--- config.mk ---
export PLATFORM = sky130hd
export DESIGN_NAME = first_fit_free_block_allocator
export DESIGN_NICKNAME = d
export VERILOG_FILES = /design/src/sv/ffa_pkg.sv /design/src/sv/ffa_list_mem.sv /design/src/sv/ffa_fit_unit.sv /design/src/sv/first_fit_free_block_allocator.sv
export SDC_FILE = /design/constraint.sdc
export NUM_CORES = 2
export LEC_CHECK = 0
export ABC_AREA = 1
export BUFFER_PORTS_ARGS = -buffer_cell sky130_fd_sc_hd__buf_2
export CAP_MARGIN = 20
export CELL_PAD_IN_SITES_DETAIL_PLACEMENT = 0
export CELL_PAD_IN_SITES_GLOBAL_PLACEMENT = 1
export CORE_MARGIN = 5
export CORE_UTILIZATION = 34
export DETAILED_ROUTE_END_ITERATION = 8
export MAX_ROUTING_LAYER = met4
export PLACE_DENSITY = 0.56
export SYNTH_ARGS = -nofsm -noshare
export SYNTH_HDL_FRONTEND = slang
export SYNTH_SLANG_ARGS = --single-unit
--- constraint.sdc ---
create_clock -name aclk -period 6.23 [get_ports aclk]
set_clock_uncertainty 0.2 [all_clocks]
set_input_delay 1.246 -clock aclk [delete_from_list [all_inputs] [get_ports aclk]]
set_output_delay 1.246 -clock aclk [all_outputs]
set_load 0.02 [all_outputs]
--- src/sv/ffa_pkg.sv ---
`timescale 1ns / 1ps
// Shared constants, types and codes of the first-fit free block allocator.
package ffa_pkg;

    localparam int MAX_BLOCKS = 64;
    localparam int IDX_W      = $clog2(MAX_BLOCKS);
    localparam int CNT_W      = IDX_W + 1;
    localparam int ADDR_W     = 32;
    localparam int SIZE_W     = 24;
    localparam int SUM_W      = 30;

    // Stream widths: fields packed from bit 0 up, padded to whole bytes.
    localparam int S_DATA_W   = ((ADDR_W + SIZE_W + 7) / 8) * 8;
    localparam int M_FIELDS_W = ADDR_W + 2 + CNT_W + SUM_W;
    localparam int M_DATA_W   = ((M_FIELDS_W + 7) / 8) * 8;

    // Request kinds carried in s_tuser.
    localparam logic OP_ALLOC = 1'b0;
    localparam logic OP_FREE  = 1'b1;

    // Write and read request to the block list memory.
    typedef struct packed {
        logic              we;
        logic [IDX_W-1:0]  waddr;
        logic [ADDR_W-1:0] wstart;
        logic [SIZE_W-1:0] wlen;
        logic [IDX_W-1:0]  raddr;
    } mem_req_t;

    // Result of one fit check by the shared compare/subtract unit.
    typedef struct packed {
        logic              fits;
        logic              exact;
        logic [ADDR_W-1:0] new_start;
        logic [SIZE_W-1:0] new_len;
    } fit_t;

endpackage

--- src/sv/ffa_list_mem.sv ---
`timescale 1ns / 1ps
// Block list memory: start address and word count per ring slot, one write and one read port.
module ffa_list_mem
    import ffa_pkg::*;
(
    input  logic              aclk,
    input  mem_req_t          req,
    output logic [ADDR_W-1:0] rd_start,
    output logic [SIZE_W-1:0] rd_len
);

    logic [ADDR_W-1:0] start_mem [MAX_BLOCKS];
    logic [SIZE_W-1:0] len_mem   [MAX_BLOCKS];

    always_ff @(posedge aclk) begin
        if (req.we) begin
            start_mem[req.waddr] <= req.wstart;
            len_mem[req.waddr]   <= req.wlen;
        end
        rd_start <= start_mem[req.raddr];
        rd_len   <= len_mem[req.raddr];
    end

endmodule

--- src/sv/ffa_fit_unit.sv ---
`timescale 1ns / 1ps
// Shared fit unit: compares a block against the request and forms the shrunk block.
module ffa_fit_unit
    import ffa_pkg::*;
(
    input  logic [ADDR_W-1:0] blk_start,
    input  logic [SIZE_W-1:0] blk_len,
    input  logic [SIZE_W-1:0] req_words,
    output fit_t              fit
);

    always_comb begin
        fit.fits      = (blk_len >= req_words);
        fit.exact     = (blk_len == req_words);
        // Start wraps modulo 2^ADDR_W.
        fit.new_start = blk_start + ADDR_W'(req_words);
        fit.new_len   = blk_len - req_words;
    end

endmodule

--- src/sv/first_fit_free_block_allocator.sv ---
`timescale 1ns / 1ps
// Top level of the first-fit free block allocator: sequencer, totals and result register.
//
// Keeps up to MAX_BLOCKS free blocks as an ordered list in a ring buffer. A free request
// (s_tuser = 1) places the block at the head in a single write and is dropped with a flag when
// the list is full. An allocate (s_tuser = 0) walks the list from the head through one
// shared compare/subtract unit, one block per cycle, and takes the first block that is
// large enough; a larger block shrinks from the front, an exact fit is removed by moving
// the blocks ahead of it back by one, again one per cycle through the single memory port.
// An allocate stops its walk at the first block that fits or at the end of the list; one on an
// empty list goes straight to its result with no grant.
// One request is in flight at a time; the next is taken as soon as the previous result is
// in the output register, even while that beat still waits for m_tready. Every request
// yields exactly one result beat carrying the block count and total free words after it.
module first_fit_free_block_allocator
    import ffa_pkg::*;
(
    input  logic                aclk,
    input  logic                aresetn,
    // Request channel
    input  logic                s_tvalid,
    output logic                s_tready,
    // [31:0] block_address, [55:32] block_words
    input  logic [S_DATA_W-1:0] s_tdata,
    // [0] opcode
    input  logic [0:0]          s_tuser,
    // Result channel
    output logic                m_tvalid,
    input  logic                m_tready,
    // [31:0] grant_address, [32] granted, [33] dropped, [40:34] block_count,
    // [70:41] free_words_total
    output logic [M_DATA_W-1:0] m_tdata
);

    typedef enum logic [2:0] {
        ST_IDLE,
        ST_WALK,
        ST_SHIFT,
        ST_SHIFT_LAST,
        ST_DONE
    } state_t;

    state_t              state_reg, state_next;
    logic [IDX_W-1:0]    head_reg, head_next;
    logic [CNT_W-1:0]    count_reg, count_next;
    logic [SUM_W-1:0]    sum_reg, sum_next;
    logic [SIZE_W-1:0]   words_reg, words_next;
    logic [CNT_W-1:0]    rd_pos_reg, rd_pos_next;
    logic                dval_reg, dval_next;
    logic [IDX_W-1:0]    src_reg, src_next;
    logic [IDX_W-1:0]    dst_reg, dst_next;
    logic                pend_reg, pend_next;
    logic [ADDR_W-1:0]   grant_reg, grant_next;
    logic                got_reg, got_next;
    logic                drop_reg, drop_next;
    logic                m_tvalid_reg, m_tvalid_next;
    logic [M_DATA_W-1:0] m_tdata_reg, m_tdata_next;

    mem_req_t          mem_req;
    logic [ADDR_W-1:0] rd_start;
    logic [SIZE_W-1:0] rd_len;
    fit_t              fit;

    logic              accept;
    logic [CNT_W-1:0]  chk_pos;
    logic [SIZE_W-1:0] in_words;
    logic [ADDR_W-1:0] in_addr;

    ffa_list_mem u_mem (
        .aclk     (aclk),
        .req      (mem_req),
        .rd_start (rd_start),
        .rd_len   (rd_len)
    );

    ffa_fit_unit u_fit (
        .blk_start (rd_start),
        .blk_len   (rd_len),
        .req_words (words_reg),
        .fit       (fit)
    );

    assign s_tready = (state_reg == ST_IDLE);
    assign accept   = s_tvalid && s_tready;
    assign m_tvalid = m_tvalid_reg;
    assign m_tdata  = m_tdata_reg;
    assign in_addr  = s_tdata[ADDR_W-1:0];
    assign in_words = s_tdata[ADDR_W +: SIZE_W];
    // List position whose data the memory returns this cycle during the walk.
    assign chk_pos  = rd_pos_reg - CNT_W'(1);

    always_comb begin
        state_next    = state_reg;
        head_next     = head_reg;
        count_next    = count_reg;
        sum_next      = sum_reg;
        words_next    = words_reg;
        rd_pos_next   = rd_pos_reg;
        dval_next     = dval_reg;
        src_next      = src_reg;
        dst_next      = dst_reg;
        pend_next     = pend_reg;
        grant_next    = grant_reg;
        got_next      = got_reg;
        drop_next     = drop_reg;
        m_tvalid_next = m_tvalid_reg;
        m_tdata_next  = m_tdata_reg;

        mem_req.we     = 1'b0;
        mem_req.waddr  = head_reg;
        mem_req.wstart = rd_start;
        mem_req.wlen   = rd_len;
        mem_req.raddr  = head_reg + rd_pos_reg[IDX_W-1:0];

        // Retire the beat in the output register once it is taken.
        if (m_tvalid_reg && m_tready) begin
            m_tvalid_next = 1'b0;
        end

        unique case (state_reg)
            ST_IDLE: begin
                if (accept) begin
                    words_next = in_words;
                    grant_next = '0;
                    got_next   = 1'b0;
                    drop_next  = 1'b0;
                    state_next = ST_DONE;
                    if (s_tuser[0] == OP_FREE) begin
                        if (count_reg == CNT_W'(MAX_BLOCKS)) begin
                            drop_next = 1'b1;
                        end else begin
                            // Grow the ring backward: new head slot.
                            mem_req.we     = 1'b1;
                            mem_req.waddr  = head_reg - IDX_W'(1);
                            mem_req.wstart = in_addr;
                            mem_req.wlen   = in_words;
                            head_next      = head_reg - IDX_W'(1);
                            count_next     = count_reg + CNT_W'(1);
                            sum_next       = sum_reg + SUM_W'(in_words);
                        end
                    end else if (count_reg != '0) begin
                        rd_pos_next = '0;
                        dval_next   = 1'b0;
                        state_next  = ST_WALK;
                    end
                end
            end

            ST_WALK: begin
                // Issue the next read while checking the previous one.
                rd_pos_next = rd_pos_reg + CNT_W'(1);
                dval_next   = 1'b1;
                if (dval_reg) begin
                    if (fit.fits) begin
                        grant_next = rd_start;
                        got_next   = 1'b1;
                        sum_next   = sum_reg - SUM_W'(words_reg);
                        if (!fit.exact) begin
                            mem_req.we     = 1'b1;
                            mem_req.waddr  = head_reg + chk_pos[IDX_W-1:0];
                            mem_req.wstart = fit.new_start;
                            mem_req.wlen   = fit.new_len;
                            state_next     = ST_DONE;
                        end else if (chk_pos == '0) begin
                            // Head block removed: advance the ring head.
                            head_next  = head_reg + IDX_W'(1);
                            count_next = count_reg - CNT_W'(1);
                            state_next = ST_DONE;
                        end else begin
                            src_next   = chk_pos[IDX_W-1:0] - IDX_W'(1);
                            pend_next  = 1'b0;
                            state_next = ST_SHIFT;
                        end
                    end else if (rd_pos_reg == count_reg) begin
                        state_next = ST_DONE;
                    end
                end
            end

            ST_SHIFT: begin
                // Move blocks ahead of the removed one back by one position.
                mem_req.raddr = head_reg + src_reg;
                if (pend_reg) begin
                    mem_req.we    = 1'b1;
                    mem_req.waddr = head_reg + dst_reg;
                end
                dst_next  = src_reg + IDX_W'(1);
                pend_next = 1'b1;
                src_next  = src_reg - IDX_W'(1);
                if (src_reg == '0) begin
                    state_next = ST_SHIFT_LAST;
                end
            end

            ST_SHIFT_LAST: begin
                mem_req.we    = 1'b1;
                mem_req.waddr = head_reg + dst_reg;
                head_next     = head_reg + IDX_W'(1);
                count_next    = count_reg - CNT_W'(1);
                state_next    = ST_DONE;
            end

            ST_DONE: begin
                // Hold until the output register is free.
                if (!m_tvalid_reg || m_tready) begin
                    m_tvalid_next = 1'b1;
                    m_tdata_next  = M_DATA_W'({sum_reg, count_reg, drop_reg, got_reg,
                                               grant_reg});
                    state_next    = ST_IDLE;
                end
            end

            default: begin
                state_next = ST_IDLE;
            end
        endcase
    end

    always_ff @(posedge aclk) begin
        words_reg   <= words_next;
        rd_pos_reg  <= rd_pos_next;
        src_reg     <= src_next;
        dst_reg     <= dst_next;
        grant_reg   <= grant_next;
        got_reg     <= got_next;
        drop_reg    <= drop_next;
        m_tdata_reg <= m_tdata_next;
        if (!aresetn) begin
            state_reg    <= ST_IDLE;
            head_reg     <= '0;
            count_reg    <= '0;
            sum_reg      <= '0;
            dval_reg     <= 1'b0;
            pend_reg     <= 1'b0;
            m_tvalid_reg <= 1'b0;
        end else begin
            state_reg    <= state_next;
            head_reg     <= head_next;
            count_reg    <= count_next;
            sum_reg      <= sum_next;
            dval_reg     <= dval_next;
            pend_reg     <= pend_next;
            m_tvalid_reg <= m_tvalid_next;
        end
    end

    localparam int GOT_BIT  = ADDR_W;
    localparam int DROP_BIT = ADDR_W + 1;
    localparam int CNT_LSB  = ADDR_W + 2;
    localparam int SUM_LSB  = CNT_LSB + CNT_W;

    a_count_bound: assert property (@(posedge aclk) disable iff (!aresetn)
        count_reg <= CNT_W'(MAX_BLOCKS))
        else $error("block count exceeds table size");

    a_one_in_flight: assert property (@(posedge aclk) disable iff (!aresetn)
        accept |=> !s_tready)
        else $error("second request taken while one is in flight");

    a_grant_drop_excl: assert property (@(posedge aclk) disable iff (!aresetn)
        m_tvalid_reg |-> !(m_tdata_reg[GOT_BIT] && m_tdata_reg[DROP_BIT]))
        else $error("result both granted and dropped");

    a_empty_sum: assert property (@(posedge aclk) disable iff (!aresetn)
        (m_tvalid_reg && m_tdata_reg[CNT_LSB +: CNT_W] == '0)
            |-> m_tdata_reg[SUM_LSB +: SUM_W] == '0)
        else $error("empty list reports free words");

    a_drop_full: assert property (@(posedge aclk) disable iff (!aresetn)
        (m_tvalid_reg && m_tdata_reg[DROP_BIT])
            |-> m_tdata_reg[CNT_LSB +: CNT_W] == CNT_W'(MAX_BLOCKS))
        else $error("block dropped while table not full");

endmodule
==> results.py <==
metrics = {
    "worst_setup_path": {
        "path_class": "flop to flop",
        "r2r_start": "state_reg[2]$_SDFFE_PN0P_",
        "reg2reg_depth": 20,
        "endpoint_kind": "flop",
        "required_ps": 6860,
        "critical_path_peak_fanout": 56,
        "start_kind": "flop",
        "r2r_slack_ps": 440,
        "cp_data_arrival_time_ps": 6420,
        "r2r-end": "u_mem.rd_len[0]$_DFF_P_",
    },
    "floorplanning": {
        "num_rows": 251,
        "num_io_pins": 135,
        "core-area_um2": 467000,
        "die_area_um2": 481900,
        "die_width_um": 694.2,
        "die_y_um": 694.2,
        "initial_core_util_pct": 34.08,
    },
    "global_route": {
        "grt_pass1_vias": 100265,
        "grt_pass1_wl_um": 753000,
        "antenna_found_initial": 39,
        "busiest_layer": "met2",
        "grtUsageMet3_pct": 3.036,
        "gr-usage-met1_pct": 30.45,
        "overflow": 0,
        "track_usage_pct": 21.99,
        "grt_max_degree": 152,
        "grt_util_met2_pct": 34.53,
    },
    "timing": {
        "worst_pin_slew_ps": 1078,
        "rsz0062_at_grt": "no",
        "max_slew_margin_pct": 28.10,
        "fin_tns_setup_ps": 0,
        "fin_crit_ps": 5792,
        "fmax_ghz": 0.1727,
        "final_max_slew_viol_count": 0,
        "finalCritPeriodShare_pct": 92.97,
        "timing.final.hold_violations": 0,
        "setup_viol": 0,
    },
    "cells_and_area": {
        "regArea_um2": 114200,
        "multi_input_area_um2": 41920,
        "finalInstanceArea_um2": 184800,
        "layout_common_cells": "edfxtp_1 (3732), nor2_1 (2897), o21ai_0 (1101)",
        "largest_reg_flops": 2048,
        "final_core_util_pct": 39.56,
        "fin_nets": 12753,
        "final_common_cell": "edfxtp_1",
        "nFillCells": 43550,
        "area_growth_pct": 16.08,
        "drive_gt1_share_pct": 14.47,
    },
    "logic_synthesis": {
        "synthDistinctLibCells": 67,
        "syn-num-nets": 12513,
        "yosysWarningCount": 0,
        "synth_area_um2": 159200,
        "synth-main-ff-cell": "edfxtp_1",
        "async_reset_ff_share_pct": 0,
        "synth_seq_area_share_pct": 71.73,
        "syn_inst": 12339,
        "synth_seq_cells": 3837,
        "avgSynthCellArea_um2": 12.90,
        "synth_edf_count": 3732,
    },
    "routing": {
        "drt_iter0_drc": 10702,
        "vias_per_cell": 5.424,
        "wl_per_cell_um": 27.77,
        "drt_pre_antenna_iters": 6,
        "antenna_left": 0,
        "post-route-drc-count": 0,
        "wl_um": 531900,
        "vias": 103895,
    },
    "clocking": {
        "clockRootBuffer": "clkbuf_16",
        "clkTransAtPathRegs_ps": 60,
        "cts_tree": "built",
        "clk_path_buf_depth": 4,
        "clkLatencyLatePin_ps": 1020,
        "h-tree-depth": 5,
        "cts-resized-gates": 0,
        "cts_hold_buffers": 0,
        "cts_sinks": 3837,
        "cts_buffers": 422,
        "post_cts_buffers": 0,
    },
    "place": {
        "numPortBuffers": 133,
        "place_area_um2": 171000,
        "gp_congestion": 0.9087,
        "hpwl_um": 327900,
    },
    "outcome": {
        "status": "finished, final reports clean",
    },
    "worst_hold_path": {
        "min_path_type": "flop to flop",
        "holdPathEnd": "m_tdata[4]$_DFFE_PP_",
        "worstHoldStart": "grant_reg[4]$_SDFFCE_PN0P_",
        "whs_path_depth": 0,
    },
    "run": {
        "drv_cap": 0,
    },
}
[cells by family after synthesis]
family / count (synthesis) / synth area share, %
AOI/OAI and AO/OA: 2426 / 9.929
other: 1 / 0.002356
muxes: 448 / 3.170
DFF: 3837 / 71.73
buffers and inverters: 1042 / 2.599
adders and majority gates: 113 / 0.9213
and+or+nand+nor: 4366 / 11.06
xor gates and xnor gates: 106 / 0.5880
[critical path, cell delays in order, from the launching register on]
cell,delay (ps)
dfxtp_1,690
inv_4,200
nand2_2,170
nor2_4,40
inv_1,170
nand2_1,90
o21ai_0,180
ha_4,200
inv_1,50
fa_4,930
buf_12,230
buf_12,270
buf_4,310
buf_4,210
o21ai_0,90
o32ai_1,120
mux2_2,200
nand2_1,50
nand3_1,160
nand2_1,340
o21ai_1,580
[cell usage after synthesis (all sizes together) (25+ instances only)]
library cell	number	area share [%]
o32ai	896	4.9
xnor2	37	0.20
nand3	395	1.4
a21oi	245	0.79
o21ai	1188	3.8
ha	106	0.83
mux2	448	3.2
inv	245	0.59
dfxtp	105	1.3
nand4	25	0.13
nor3	33	0.12
o211ai	25	0.12
clkbuf	612	1.4
edfxtp	3732	70
nand2	899	2.2
nor2	2979	7.1
buf	179	0.55
xor2	69	0.38
[through the flow]
stage          setup WS (ps)  std cells  hold slack [ps]
2_1_floorplan          598.3      12339            200.3
3_3_place_gp           312.8      18350            205.3
3_5_place_dp           583.2      18353            204.5
4_1_cts                542.1      19131            192.2
5_1_grt                253.6      19143            223.7
6_report               438.0      19154            214.7
[routing by layer]
layer  wire [um]  part of all wire (%)
met5           0                     0
met4       12090                   2.3
met3       33120                   6.2
met2      247600                    47
met1      239100                    45
[layout make-up]
cell class / count / area share, %
Antenna cell: 23 / 0.03115
Tap cell: 6198 / 4.198
Sequential cell: 3837 / 61.80
Inverter: 251 / 0.5384
Multi-Input combinational cell: 7460 / 22.69
Clock buffer: 502 / 5.950
Clock inverter: 276 / 1.441
Timing Repair Buffer: 607 / 3.356
[worst max path at each step]
stage | startpoint | endpoint | slack [ps] | cells past startpoint
3_5_place_dp | state_reg[2]$_SDFFE_PN0P_ | u_mem.rd_len[0]$_DFF_P_ | 580 | 20
2_1_floorplan | s_tvalid | u_mem.len_mem[44][0]$_DFFE_PP_ | 600 | 12
6_report | state_reg[2]$_SDFFE_PN0P_ | u_mem.rd_len[0]$_DFF_P_ | 440 | 20
3_3_place_gp | s_tdata[32] | sum_reg[25]$_SDFFE_PN0P_ | 310 | 25
4_1_cts | state_reg[2]$_SDFFE_PN0P_ | u_mem.rd_len[0]$_DFF_P_ | 540 | 20
5_1_grt | state_reg[2]$_SDFFE_PN0P_ | u_mem.rd_len[0]$_DFF_P_ | 250 | 20
Power is not shown: default switching activity piles up to over one toggle a cycle in this logic, so the estimate is an artifact.
